[config.mk]
export PLATFORM = sky130hd
export DESIGN_NAME = next_prime_search_unit_flat
export DESIGN_NICKNAME = d
export VERILOG_FILES = /design/src/rtl/nps_pkg.sv /design/src/rtl/nps_in_if.sv /design/src/rtl/nps_out_if.sv /design/src/rtl/next_prime_search_unit.sv /design/src/rtl/nps_rem_unit.sv /design/src/rtl/nps_useq.sv /design/src/rtl/nps_datapath.sv /design/src/flat_wrapper.sv
export SDC_FILE = /design/constraint.sdc
export NUM_CORES = 1
export LEC_CHECK = 0
export BUFFER_PORTS_ARGS = -buffer_cell sky130_fd_sc_hd__buf_2
export CORE_ASPECT_RATIO = 1.2
export CORE_MARGIN = 2
export CORE_UTILIZATION = 40
export CTS_BUF_LIST = sky130_fd_sc_hd__clkbuf_8
export CTS_CLUSTER_DIAMETER = 120
export CTS_CLUSTER_SIZE = 24
export DETAILED_ROUTE_END_ITERATION = 7
export PLACE_DENSITY = 0.59
export SLEW_MARGIN = 10
export SYNTH_ARGS = -nofsm -noshare
export SYNTH_HDL_FRONTEND = slang
export SYNTH_SLANG_ARGS = --single-unit
[constraint.sdc]
create_clock -name clk -period 9.8 [get_ports clk]
set_input_delay 0.49 -clock clk [delete_from_list [all_inputs] [get_ports clk]]
set_output_delay 0.49 -clock clk [all_outputs]
set_load 0.02 [all_outputs]
[src/rtl/nps_pkg.sv]
`timescale 1ns / 1ps
package nps_pkg;

	localparam int NPS_WIDTH = 32;
	localparam int NPS_VW    = (NPS_WIDTH < 32) ? NPS_WIDTH : 32;
	localparam int NPS_DW    = NPS_VW / 2 + 2;
	localparam int NPS_SQW   = 2 * NPS_DW;
	localparam int NPS_CW    = $clog2(NPS_VW + 1);
	localparam int NPS_PC_W  = 5;

	localparam logic [31:0] NPS_BOUND = 32'((64'd1 << NPS_VW) - 64'd1);

	localparam logic [NPS_DW-1:0] NPS_D_FIRST   = NPS_DW'(5);
	localparam logic [NPS_DW-1:0] NPS_D_PAIR    = NPS_DW'(2);
	localparam logic [NPS_DW-1:0] NPS_D_STEP    = NPS_DW'(6);
	localparam logic [NPS_VW-1:0] NPS_SMALL_PRIME_MAX = NPS_VW'(3);

	typedef enum logic [3:0] {
		OP_NONE,
		OP_LOAD,
		OP_INIT_CAND,
		OP_INC_CAND,
		OP_SET_D5,
		OP_SQ,
		OP_DIV_D,
		OP_DIV_D2,
		OP_ADD_D6,
		OP_EMIT_PRIME,
		OP_EMIT_TWO,
		OP_EMIT_OVF
	} nps_op_t;

	typedef enum logic [3:0] {
		C_NEVER,
		C_ALWAYS,
		C_NO_IN,
		C_START_LE1,
		C_START_GE_BOUND,
		C_CAND_LE3,
		C_CAND_EVEN,
		C_CAND_MOD3,
		C_CAND_AT_BOUND,
		C_DIV_BUSY,
		C_REM_ZERO,
		C_SQ_GT,
		C_OUT_FULL
	} nps_cond_t;

	typedef struct packed {
		nps_op_t               op;
		nps_cond_t             cond;
		logic [NPS_PC_W-1:0]   target;
	} nps_ctrl_t;

	typedef struct packed {
		logic no_in;
		logic start_le1;
		logic start_ge_bound;
		logic cand_le3;
		logic cand_even;
		logic cand_mod3_zero;
		logic cand_at_bound;
		logic div_busy;
		logic rem_zero;
		logic sq_gt;
		logic out_full;
	} nps_flags_t;

	localparam logic [NPS_PC_W-1:0] L_FETCH = NPS_PC_W'(0);
	localparam logic [NPS_PC_W-1:0] L_TEST  = NPS_PC_W'(4);
	localparam logic [NPS_PC_W-1:0] L_LOOP  = NPS_PC_W'(8);
	localparam logic [NPS_PC_W-1:0] L_NEXT  = NPS_PC_W'(17);
	localparam logic [NPS_PC_W-1:0] L_PRIME = NPS_PC_W'(19);
	localparam logic [NPS_PC_W-1:0] L_TWO   = NPS_PC_W'(21);
	localparam logic [NPS_PC_W-1:0] L_OVF   = NPS_PC_W'(23);

	function automatic nps_ctrl_t nps_uw(input nps_op_t op, input nps_cond_t cond,
		input logic [NPS_PC_W-1:0] target);
		nps_ctrl_t w;
		w.op     = op;
		w.cond   = cond;
		w.target = target;
		return w;
	endfunction

	// microcode store: jump to target when cond holds, else step on
	function automatic nps_ctrl_t nps_ucode(input logic [NPS_PC_W-1:0] pc);
		nps_ctrl_t w;
		unique case (pc)
			5'd0:    w = nps_uw(OP_LOAD,       C_NO_IN,          L_FETCH);
			5'd1:    w = nps_uw(OP_NONE,       C_START_LE1,      L_TWO);
			5'd2:    w = nps_uw(OP_NONE,       C_START_GE_BOUND, L_OVF);
			5'd3:    w = nps_uw(OP_INIT_CAND,  C_NEVER,          L_FETCH);
			5'd4:    w = nps_uw(OP_NONE,       C_CAND_LE3,       L_PRIME);
			5'd5:    w = nps_uw(OP_NONE,       C_CAND_EVEN,      L_NEXT);
			5'd6:    w = nps_uw(OP_NONE,       C_CAND_MOD3,      L_NEXT);
			5'd7:    w = nps_uw(OP_SET_D5,     C_NEVER,          L_FETCH);
			5'd8:    w = nps_uw(OP_SQ,         C_NEVER,          L_FETCH);
			5'd9:    w = nps_uw(OP_NONE,       C_SQ_GT,          L_PRIME);
			5'd10:   w = nps_uw(OP_DIV_D,      C_NEVER,          L_FETCH);
			5'd11:   w = nps_uw(OP_NONE,       C_DIV_BUSY,       NPS_PC_W'(11));
			5'd12:   w = nps_uw(OP_NONE,       C_REM_ZERO,       L_NEXT);
			5'd13:   w = nps_uw(OP_DIV_D2,     C_NEVER,          L_FETCH);
			5'd14:   w = nps_uw(OP_NONE,       C_DIV_BUSY,       NPS_PC_W'(14));
			5'd15:   w = nps_uw(OP_NONE,       C_REM_ZERO,       L_NEXT);
			5'd16:   w = nps_uw(OP_ADD_D6,     C_ALWAYS,         L_LOOP);
			5'd17:   w = nps_uw(OP_NONE,       C_CAND_AT_BOUND,  L_OVF);
			5'd18:   w = nps_uw(OP_INC_CAND,   C_ALWAYS,         L_TEST);
			5'd19:   w = nps_uw(OP_EMIT_PRIME, C_OUT_FULL,       L_PRIME);
			5'd20:   w = nps_uw(OP_NONE,       C_ALWAYS,         L_FETCH);
			5'd21:   w = nps_uw(OP_EMIT_TWO,   C_OUT_FULL,       L_TWO);
			5'd22:   w = nps_uw(OP_NONE,       C_ALWAYS,         L_FETCH);
			5'd23:   w = nps_uw(OP_EMIT_OVF,   C_OUT_FULL,       L_OVF);
			default: w = nps_uw(OP_NONE,       C_ALWAYS,         L_FETCH);
		endcase
		return w;
	endfunction

endpackage

[src/rtl/nps_in_if.sv]
`timescale 1ns / 1ps
interface nps_in_if;
	logic        valid;
	logic        ready;
	logic [31:0] start_value;

	modport source(output valid, output start_value, input ready);
	modport sink(input valid, input start_value, output ready);
endinterface

[src/rtl/nps_out_if.sv]
`timescale 1ns / 1ps
interface nps_out_if;
	logic        valid;
	logic        ready;
	logic [31:0] next_prime;
	logic        overflow;

	modport source(output valid, output next_prime, output overflow, input ready);
	modport sink(input valid, input next_prime, input overflow, output ready);
endinterface

[src/rtl/next_prime_search_unit.sv]
`timescale 1ns / 1ps
// returns the smallest prime above each start value (2 for start values of 0 and 1, zero
// with overflow set when none fits); one item is searched at a time, but the next item is
// taken while a result still waits in the output register; a candidate that is even or a
// multiple of three is dropped before any trial division, and otherwise it is tried
// against the pairs 6k-1, 6k+1 while (6k-1)^2 does not exceed it, each divide done by the
// serial remainder unit, one quotient bit per cycle, run by the microcode sequencer
module next_prime_search_unit (
	input  logic      clk,
	input  logic      arst_n,
	nps_in_if.sink    start_ch,
	nps_out_if.source result_ch
);
	import nps_pkg::*;

	nps_ctrl_t  ctrl;
	nps_flags_t flags;

	nps_useq u_useq (
		.clk    (clk),
		.arst_n (arst_n),
		.flags  (flags),
		.ctrl   (ctrl)
	);

	nps_datapath u_dp (
		.clk       (clk),
		.arst_n    (arst_n),
		.start_ch  (start_ch),
		.result_ch (result_ch),
		.ctrl      (ctrl),
		.flags     (flags)
	);
endmodule

[src/rtl/nps_rem_unit.sv]
`timescale 1ns / 1ps
module nps_rem_unit (
	input  logic                       clk,
	input  logic                       arst_n,
	input  logic                       go,
	input  logic [nps_pkg::NPS_VW-1:0] dividend,
	input  logic [nps_pkg::NPS_DW-1:0] divisor,
	output logic                       busy,
	output logic                       rem_zero
);
	import nps_pkg::*;

	logic              busy_q;
	logic [NPS_CW-1:0] cnt_q;
	logic [NPS_VW-1:0] num_q;
	logic [NPS_DW-1:0] den_q;
	logic [NPS_DW-1:0] rem_q;
	logic [NPS_DW:0]   trial;
	logic [NPS_DW:0]   diff;
	logic              ge;

	// one quotient bit per cycle, restoring
	assign trial = {rem_q, num_q[NPS_VW-1]};
	assign ge    = trial >= {1'b0, den_q};
	assign diff  = trial - {1'b0, den_q};

	always_ff @(posedge clk or negedge arst_n) begin
		if (!arst_n) begin
			busy_q <= 1'b0;
			cnt_q  <= '0;
		end else if (go) begin
			busy_q <= 1'b1;
			cnt_q  <= NPS_CW'(NPS_VW);
		end else if (busy_q) begin
			cnt_q <= cnt_q - NPS_CW'(1);
			if (cnt_q == NPS_CW'(1)) begin
				busy_q <= 1'b0;
			end
		end
	end

	always_ff @(posedge clk) begin
		if (go) begin
			num_q <= dividend;
			den_q <= divisor;
			rem_q <= '0;
		end else if (busy_q) begin
			num_q <= num_q << 1;
			rem_q <= ge ? diff[NPS_DW-1:0] : trial[NPS_DW-1:0];
		end
	end

	assign busy     = busy_q;
	assign rem_zero = (rem_q == '0);

	a_go_busy: assert property (@(posedge clk) disable iff (!arst_n)
		go |=> busy_q)
		else $error("remainder unit not busy after start");

	a_rem_range: assert property (@(posedge clk) disable iff (!arst_n)
		$fell(busy_q) |-> (rem_q < den_q))
		else $error("remainder not below divisor");
endmodule

[src/rtl/nps_useq.sv]
`timescale 1ns / 1ps
module nps_useq (
	input  logic                clk,
	input  logic                arst_n,
	input  nps_pkg::nps_flags_t flags,
	output nps_pkg::nps_ctrl_t  ctrl
);
	import nps_pkg::*;

	logic [NPS_PC_W-1:0] pc_q;
	logic                hit;

	assign ctrl = nps_ucode(pc_q);

	always_comb begin
		unique case (ctrl.cond)
			C_NEVER:          hit = 1'b0;
			C_ALWAYS:         hit = 1'b1;
			C_NO_IN:          hit = flags.no_in;
			C_START_LE1:      hit = flags.start_le1;
			C_START_GE_BOUND: hit = flags.start_ge_bound;
			C_CAND_LE3:       hit = flags.cand_le3;
			C_CAND_EVEN:      hit = flags.cand_even;
			C_CAND_MOD3:      hit = flags.cand_mod3_zero;
			C_CAND_AT_BOUND:  hit = flags.cand_at_bound;
			C_DIV_BUSY:       hit = flags.div_busy;
			C_REM_ZERO:       hit = flags.rem_zero;
			C_SQ_GT:          hit = flags.sq_gt;
			C_OUT_FULL:       hit = flags.out_full;
			default:          hit = 1'b1;
		endcase
	end

	always_ff @(posedge clk or negedge arst_n) begin
		if (!arst_n) begin
			pc_q <= L_FETCH;
		end else begin
			pc_q <= hit ? ctrl.target : pc_q + NPS_PC_W'(1);
		end
	end
endmodule

[src/rtl/nps_datapath.sv]
`timescale 1ns / 1ps
module nps_datapath (
	input  logic                clk,
	input  logic                arst_n,
	nps_in_if.sink              start_ch,
	nps_out_if.source           result_ch,
	input  nps_pkg::nps_ctrl_t  ctrl,
	output nps_pkg::nps_flags_t flags
);
	import nps_pkg::*;

	logic [31:0]        start_q;
	logic [NPS_VW-1:0]  cand_q;
	logic [NPS_DW-1:0]  d_q;
	logic [NPS_SQW-1:0] sq_q;
	logic [NPS_SQW-1:0] sq_d;
	logic               out_valid_q;
	logic [31:0]        prime_q;
	logic               ovf_q;

	logic               accept;
	logic               out_full;
	logic               out_we;
	logic               div_go;
	logic [NPS_DW-1:0]  divisor;
	logic               div_busy;
	logic               rem_zero;

	// multiple of three: fold digit groups, since 2^16, 2^8, 2^4 and 2^2 are all 1 mod 3
	function automatic logic nps_mod3_zero(input logic [31:0] v);
		logic [16:0] f16;
		logic [9:0]  f8;
		logic [5:0]  f4;
		logic [4:0]  f2a;
		logic [2:0]  f2b;
		f16 = {1'b0, v[31:16]} + {1'b0, v[15:0]};
		f8  = 10'(f16[16:8]) + 10'(f16[7:0]);
		f4  = 6'(f8[9:4]) + 6'(f8[3:0]);
		f2a = 5'(f4[5:2]) + 5'(f4[1:0]);
		f2b = 3'(f2a[4:2]) + 3'(f2a[1:0]);
		return (f2b == 3'd0) || (f2b == 3'd3) || (f2b == 3'd6);
	endfunction

	assign start_ch.ready = (ctrl.op == OP_LOAD);
	assign accept         = start_ch.valid && start_ch.ready;
	assign out_full       = out_valid_q && !result_ch.ready;
	assign out_we         = !out_full && ((ctrl.op == OP_EMIT_PRIME) ||
		(ctrl.op == OP_EMIT_TWO) || (ctrl.op == OP_EMIT_OVF));
	assign div_go         = (ctrl.op == OP_DIV_D) || (ctrl.op == OP_DIV_D2);
	assign sq_d           = NPS_SQW'(d_q) * NPS_SQW'(d_q);

	always_comb begin
		unique case (ctrl.op)
			OP_DIV_D2: divisor = d_q + NPS_D_PAIR;
			default:   divisor = d_q;
		endcase
	end

	nps_rem_unit u_rem (
		.clk      (clk),
		.arst_n   (arst_n),
		.go       (div_go),
		.dividend (cand_q),
		.divisor  (divisor),
		.busy     (div_busy),
		.rem_zero (rem_zero)
	);

	always_ff @(posedge clk) begin
		if (accept) begin
			start_q <= start_ch.start_value;
		end
		unique case (ctrl.op)
			OP_INIT_CAND: cand_q <= NPS_VW'(start_q + 32'd1);
			OP_INC_CAND:  cand_q <= cand_q + NPS_VW'(1);
			OP_SET_D5:    d_q    <= NPS_D_FIRST;
			OP_ADD_D6:    d_q    <= d_q + NPS_D_STEP;
			OP_SQ:        sq_q   <= sq_d;
			default: ;
		endcase
		if (out_we) begin
			unique case (ctrl.op)
				OP_EMIT_PRIME: begin
					prime_q <= 32'(cand_q);
					ovf_q   <= 1'b0;
				end
				OP_EMIT_TWO: begin
					prime_q <= 32'd2;
					ovf_q   <= 1'b0;
				end
				default: begin
					prime_q <= '0;
					ovf_q   <= 1'b1;
				end
			endcase
		end
	end

	// result slot
	always_ff @(posedge clk or negedge arst_n) begin
		if (!arst_n) begin
			out_valid_q <= 1'b0;
		end else if (out_we) begin
			out_valid_q <= 1'b1;
		end else if (result_ch.ready) begin
			out_valid_q <= 1'b0;
		end
	end

	assign result_ch.valid      = out_valid_q;
	assign result_ch.next_prime = prime_q;
	assign result_ch.overflow   = ovf_q;

	assign flags.no_in          = !start_ch.valid;
	assign flags.start_le1      = (start_q <= 32'd1);
	assign flags.start_ge_bound = (start_q >= NPS_BOUND);
	assign flags.cand_le3       = (cand_q <= NPS_SMALL_PRIME_MAX);
	assign flags.cand_even      = !cand_q[0];
	assign flags.cand_mod3_zero = nps_mod3_zero(32'(cand_q));
	assign flags.cand_at_bound  = (cand_q == NPS_BOUND[NPS_VW-1:0]);
	assign flags.div_busy       = div_busy;
	assign flags.rem_zero       = rem_zero;
	assign flags.sq_gt          = (sq_q > NPS_SQW'(cand_q));
	assign flags.out_full       = out_full;

	a_div_idle: assert property (@(posedge clk) disable iff (!arst_n)
		div_go |-> !div_busy)
		else $error("divide started while remainder unit busy");

	a_no_early_result: assert property (@(posedge clk) disable iff (!arst_n)
		accept |=> !out_we)
		else $error("result written straight after accepting an item");

	a_prime_odd: assert property (@(posedge clk) disable iff (!arst_n)
		(out_we && ctrl.op == OP_EMIT_PRIME) |-> (cand_q[0] && cand_q >= NPS_VW'(3)))
		else $error("even or tiny candidate reported as prime");
endmodule

[src/flat_wrapper.sv]
// flat-port wrapper written by rule: the top's interface ports become plain ports
module next_prime_search_unit_flat import nps_pkg::*;
  (clk, arst_n, start_ch_valid, start_ch_start_value, start_ch_ready, result_ch_valid, result_ch_next_prime, result_ch_overflow, result_ch_ready);
  nps_in_if start_ch_i ();
  nps_out_if result_ch_i ();
  input  logic clk;
  input  logic arst_n;
  input wire logic [$bits(start_ch_i.valid)-1:0] start_ch_valid;
  input wire logic [$bits(start_ch_i.start_value)-1:0] start_ch_start_value;
  output wire logic [$bits(start_ch_i.ready)-1:0] start_ch_ready;
  output wire logic [$bits(result_ch_i.valid)-1:0] result_ch_valid;
  output wire logic [$bits(result_ch_i.next_prime)-1:0] result_ch_next_prime;
  output wire logic [$bits(result_ch_i.overflow)-1:0] result_ch_overflow;
  input wire logic [$bits(result_ch_i.ready)-1:0] result_ch_ready;
  assign start_ch_i.valid = start_ch_valid;
  assign start_ch_i.start_value = start_ch_start_value;
  assign start_ch_ready = start_ch_i.ready;
  assign result_ch_valid = result_ch_i.valid;
  assign result_ch_next_prime = result_ch_i.next_prime;
  assign result_ch_overflow = result_ch_i.overflow;
  assign result_ch_i.ready = result_ch_ready;
  next_prime_search_unit u_core (.clk(clk), .arst_n(arst_n), .start_ch(start_ch_i), .result_ch(result_ch_i));
endmodule
==> results.toml, run 1 <==
[floorplanning]
core_area_mm2 = 0.05481
initial_core_util_pct = 40.42
ios = 71
num_rows = 94
die_h_um = 261.8
dieArea_mm2 = 0.05728
die_x_um = 218.8

[clocking]
numCtsBuffers = 14
clk_latency_ns = 0.61
post_cts_buffers = 0
numClockSinks = 228
cts.path.max_buffers = 3
path_clk_slew_ns = 0.16
ctsHtreeMaxLevel = 1
clockRootBuffer = "clkbuf_8"
cts_tree = "built"

[sta]
fmax_mhz = 125.8
whs_ns = 0.04222
slew_headroom_pct = 29.80
finalCritPeriodShare_pct = 81.09
min_period_ns = 7.947
clock_skew_ns = 0.06678
drv_slew = 0
final_hold_viol_count = 0
finalSetupViolations = 0
tightestPinTransition_ns = 1.050
fin_tns_setup_ns = 0
rsz0062_at_grt = "false"

[synthesis]
synth_edf_count = 197
synth_ff_type = "edfxtp_1"
synth_top_area_cell = "edfxtp_1"
synth_top_area_share_pct = 26.71
synth.avg_cell_area_um2 = 9.681
synthArstFlopShare_pct = 5.702
netlist_area_mm2 = 0.02215
synth_warnings = 0
syn_inst = 2288
syn_nets = 2749
synthTopCellsByArea = "edfxtp_1, fa_1, ha_1"
ys_types = 80
synth.most_common_cell = "inv_1"
synth-seq-cells = 228
ys_seq_area_share_pct = 29.80
synth_commonest_cells = "inv_1, fa_1, nand2_1, ha_1, edfxtp_1"

[global_routing]
antenna_found_initial = 1
grt.total_usage_pct = 20.18
grt_pass1_wl_um = 91070
grt.overflow.total = 0
grt_pass1_vias = 16733
grt_start_max_net_pins = 80

[finish]
syn2layout_area_growth_pct = 6.230
multi_input_area_mm2 = 0.01396
fillers = 5391
nets = 2778
drive_gt1_share_pct = 5.512
ff_latch_area_mm2 = 0.006601

[detailed_routing]
wl_met3_um = 3097
wl_met1_um = 23430
drt_first_pass_iters = 5
routed-wl-met2_um = 28810
routed_wl_um = 56760
final_antenna_net_count = 0
wl_per_cell_um = 18.65
via_per_inst = 5.402
drt_iter0_markers = 1242
route.detailed.drc = 0
highest_layer = "met4"
vias = 16438

[job]
drv_cap = 0

[worst_setup_path]
start_kind = "register"
cp_num_buf_inv = 5
path_class = "reg -> reg"
cp_slowest_cell = "edfxtp_1"
critPathArrivalTime_ns = 8.29
cp_common_cell = "fa_1"
cpLargestDelayFamily = "adder cells"
end_kind = "register"
required_ns = 10.14
critPathMaxFanout = 15
slowest_delay_ns = 0.88
cp_cell_sequence = "clkinv_1 > nor2_1 > fa_1 > fa_1 > inv_1 > fa_1 > inv_1 > fa_1 > inv_1 > fa_1 > inv_1 > fa_1 > ha_1 > a21oi_1 > nor4b_1 > a211oi_1 > o41ai_1 > o21ai_0 > a21oi_1 > nor2b_1 > o21ai_0 > a21oi_1"

[placement]
gp_congestion = 0.9399
port_buffers = 70
hpwl_um = 44990

[worst_hold_path]
hold_path_class = "in -> reg"

[run_status]
outcome = "complete, no violations"
==> sequential cells by signal (all words and copies together), names as in the netlist, 6 cells and up <==
name and count:
u_core.u_dp.sq_q 34, u_core.u_dp.cand_q 32, u_core.u_dp.result_ch.next_prime 32, u_core.u_dp.start_q 32, u_core.u_dp.u_rem.num_q 32, u_core.u_dp.u_rem.rem_q 18, u_core.u_dp.d_q 17, u_core.u_dp.u_rem.den_q 17
u_core.u_dp.u_rem.cnt_q 6
==> worst reg2reg max path, stage by stage (launching register included) <==
cell and delay (ns):
edfxtp_1 0.88, clkinv_1 0.60, nor2_1 0.36, fa_1 0.52, fa_1 0.52, inv_1 0.05, fa_1 0.47, inv_1 0.05
fa_1 0.54, inv_1 0.06, fa_1 0.53, inv_1 0.06, fa_1 0.47, ha_1 0.41, a21oi_1 0.15, nor4b_1 0.39
a211oi_1 0.19, o41ai_1 0.72, o21ai_0 0.19, a21oi_1 0.26, nor2b_1 0.07, o21ai_0 0.16, a21oi_1 0.09
==> final timing paths <==
path / startpoint / end / slack (ns) / cells past startpoint
max: u_core.u_dp.d_q[9]$_SDFFCE_PN0P_ / u_core.u_dp.sq_q[33]$_DFFE_PN_ / 1.85 / 22
min: start_ch_start_value[10] / u_core.u_dp.start_q[10]$_DFFE_PP_ / 0.04 / 1
max reg2reg: u_core.u_dp.d_q[9]$_SDFFCE_PN0P_ / u_core.u_dp.sq_q[33]$_DFFE_PN_ / 1.85 / 22
min reg2reg: u_core.u_dp.u_rem.rem_q[6]$_SDFFE_PP0P_ / u_core.u_dp.u_rem.rem_q[7]$_SDFFE_PP0P_ / 0.52 / 2
max in group asynchronous: arst_n / u_core.u_dp.u_rem.cnt_q[3]$_DFFE_PN0P_ / 9.21 / 2
min in group asynchronous: arst_n / u_core.u_dp.result_ch.valid$_DFFE_PN0P_ / 0.30 / 2
==> logic make-up after synthesis <==
family | Yosys count | share of synthesized area, %
simple gates | 676 | 14.25
fa+ha+maj | 425 | 31.63
buf+inv | 421 | 7.253
compound gates | 377 | 10.62
flops | 228 | 29.80
xor+xnor | 151 | 5.970
mux | 10 | 0.4745
==> through the flow <==
| stage | cell area (um^2) | util [%] | cells | setup WS [ns] |
|---|---|---|---|---|
| after global placement | 23240 | 42.40 | 3020 | 2.095 |
| after CTS | 23530 | 42.93 | 3042 | 1.936 |
| final | 23530 | 42.93 | 3043 | 1.853 |
| after global routing | 23530 | 42.93 | 3043 | 1.214 |
| after floorplan | 22150 | - | 2288 | 2.850 |
| after detailed placement | 23240 | 42.40 | 3020 | 1.993 |
==> cells in the final DEF, fill, tap and decap left out, drive strengths merged, types with 19 or more instances in the layout <==
cell and n:
a211oi 19, ha 200, nor3 64, nor2 174, nand4 30, buf 86
a21oi 108, a31oi 22, a21o 28, fa 225, nand2b 20, and2 43
nand2 216, nor4 32, xor2 39, xnor2 112, edfxtp 197, o21a 19
inv 344, nand3 41, o21ai 108
==> routing by layer <==
layer	vias to the layer above	GRT usage [%]
met3	70	2.188
met4	0	5.612
met2	452	35.86
met1	8181	26.07
li1	7735	-
met5	-	0
==> what timing repair did <==
item	4_1_cts	5_1_grt
hold buffers	1	0
setup endpoints to repair	0	0
endpoints found under the hold margin	13	0
resized for setup	0	0
==> cell type report <==
| class | count | area share (%) |
|---|---|---|
| Multi-Input combinational cell | 1639 | 59.33 |
| Clock inverter | 7 | 0.3669 |
| Inverter | 347 | 5.546 |
| Antenna cell | 1 | 0.01063 |
| Sequential cell | 228 | 28.05 |
| Timing Repair Buffer | 87 | 2.042 |
| Tap cell | 720 | 3.828 |
| Clock buffer | 14 | 0.8188 |
Power of run 1 is left out: the tool's default activity adds up to more than one toggle a clock period on the data nets, which glitch-free logic cannot reach.
==> inputs of run 2 (changes only) <==
==> constraint.sdc (replaced) <==
create_clock -name clk -period 7.98 [get_ports clk]
set_input_delay 0.399 -clock clk [delete_from_list [all_inputs] [get_ports clk]]
set_output_delay 0.399 -clock clk [all_outputs]
set_load 0.02 [all_outputs]
==> run 2 against run 1 <==
  * Register-to-register slack worse by 1.2 ns
  * Clock-buffer cell count down 1
  * Global-route usage up 0.34 points
  * Core utilization up 0.83 points
  * Sequential cell count unchanged
  * First-iteration DRC count up 1.4%
  * Via count up 1.3%
  * Critical path depth up 9
  * Final cell count up 1.6%
  * Clock skew down 0.030 ns
  * Worst setup slack worse by 1.2 ns
==> results.toml, run 2 (synthesis gave the netlist of run 1 again) <==
[run_status]
outcome = "complete, no violations"

[floorplanning]
dieArea_mm2 = 0.05728
num_rows = 94
die_h_um = 261.8
ios = 71
initial_core_util_pct = 40.42
core_area_mm2 = 0.05481
die_x_um = 218.8

[clocking]
numClockSinks = 228
ctsHtreeMaxLevel = 1
path_clk_slew_ns = 0.16
cts.path.max_buffers = 3
clk_latency_ns = 0.58
clockRootBuffer = "clkbuf_8"
numCtsBuffers = 13
cts_tree = "built"

[global_routing]
grt_start_max_net_pins = 81
grtUsageMet1_pct = 26.77
antenna_found_initial = 1
grt_pass1_vias = 17099
grt_util_met3_pct = 1.840
grt_util_met2_pct = 36.28
grt.total_usage_pct = 20.52
grt_pass1_wl_um = 92540
grt.overflow.total = 0
top_usage_layer = "met2"

[sta]
fmax_mhz = 135.8
fin_tns_setup_ns = 0
rsz0062_at_grt = "false"
finalSetupViolations = 0
final_hold_viol_count = 0
finalCritPeriodShare_pct = 92.27
slew_headroom_pct = 24.51
tightestPinTransition_ns = 1.132
drv_slew = 0
min_period_ns = 7.363
setup_ws_ns = 0.6168
clock_skew_ns = 0.03673

[worst_setup_path]
slowest_delay_ns = 0.55
rrSetupSlack_ns = 0.62
path_class = "reg -> reg"
regToRegStartpoint = "u_core.u_dp.cand_q[0]$_DFFE_PP_"
end_kind = "register"
start_kind = "register"
r2r_end = "u_core.u_useq.pc_q[4]$_DFF_PN0_"
r2r_cells = 31
required_ns = 8.47
critPathMaxFanout = 9
cp_common_cell = "xnor2_1"
critPathArrivalTime_ns = 7.86
cp_slowest_cell = "fa_1"

[detailed_routing]
drt_first_pass_iters = 5
final_antenna_net_count = 0
drt_iter0_markers = 1259
route.detailed.drc = 0
via_per_inst = 5.384
vias = 16653
wl_per_cell_um = 18.54
routed_wl_um = 57350

[finish]
largest-register = "u_core.u_dp.sq_q"
multi_input_area_mm2 = 0.01401
drive_gt1_share_pct = 6.450
nets = 2831
fillers = 5379
syn2layout_area_growth_pct = 8.286
largest_register_ffs = 34
utilization_pct = 43.77
final_cell_mix = "inv_1, fa_1, nand2_1"
ff_latch_area_mm2 = 0.006601
layout_commonest_cell = "inv_1"

[placement]
port_buffers = 70
place_ws_ns = 0.2271
gp_congestion = 0.9038
hpwl_um = 45340

[worst_hold_path]
hold_path_end = "u_core.u_dp.start_q[27]$_DFFE_PP_"
hold_path_class = "in -> reg"
min_from = "start_ch_start_value[27]"
hold_depth = 1

[job]
drv_cap = 0
[run 2: through the flow]
| stage | std cells | area (um^2) | hold WS, ns |
|---|---|---|---|
| after detailed placement | 3041 | 23400 | 0.3136 |
| final | 3093 | 23990 | 0.02629 |
| after floorplan | 2288 | 22150 | 0.1034 |
| after global placement | 3041 | 23400 | 0.3113 |
| after CTS | 3089 | 23920 | 0.0004577 |
| after global routing | 3093 | 23990 | -0.001591 |
[run 2: per-layer routing]
metal  share of wire (%)  vias to the layer above
met4                 2.9                        0
met3                 5.2                       78
met5                   0                        -
met2                  50                      424
li1                    -                     7851
met1                  42                     8300
[run 2: worst max-delay path by stage]
stage | startpoint | to | slack [ns] | depth (start not counted)
after detailed placement | u_core.u_dp.cand_q[17]$_DFFE_PP_ | u_core.u_useq.pc_q[4]$_DFF_PN0_ | 0.23 | 29
after floorplan | u_core.u_dp.cand_q[1]$_DFFE_PP_ | u_core.u_useq.pc_q[4]$_DFF_PN0_ | 1.03 | 28
after global routing | u_core.u_dp.cand_q[0]$_DFFE_PP_ | u_core.u_useq.pc_q[4]$_DFF_PN0_ | 0.04 | 32
after CTS | u_core.u_dp.cand_q[17]$_DFFE_PP_ | u_core.u_useq.pc_q[4]$_DFF_PN0_ | 0.17 | 29
final | u_core.u_dp.cand_q[0]$_DFFE_PP_ | u_core.u_useq.pc_q[4]$_DFF_PN0_ | 0.62 | 31
after global placement | u_core.u_dp.cand_q[0]$_DFFE_PP_ | u_core.u_useq.pc_q[4]$_DFF_PN0_ | 0.43 | 29
[run 2: critical path: cells and delay by family (launching register included)]
family | cells | cell delay, ns
adders and majority gates | 9 | 3.02
AOI/OAI and AO/OA | 9 | 1.97
xor gates and xnor gates | 8 | 1.40
DFF | 1 | 0.53
and+or+nand+nor | 2 | 0.20
buffers and inverters | 3 | 0.17
[run 2: repair_timing]
action,CTS,global route
hold endpoints to repair,43,0
hold buffers,31,0
gates resized for setup,0,7
endpoints found under the setup margin,0,5
setup buffers,0,3
[run 2: area by class of cell]
type	count	area share [%]
Tap cell	720	3.756
Inverter	347	5.440
Clock buffer	13	0.7459
Timing Repair Buffer	141	4.006
Multi-Input combinational cell	1639	58.39
Sequential cell	228	27.52
Clock inverter	4	0.1304
Antenna cell	1	0.01043
Power of run 2 is left out for the same reason.
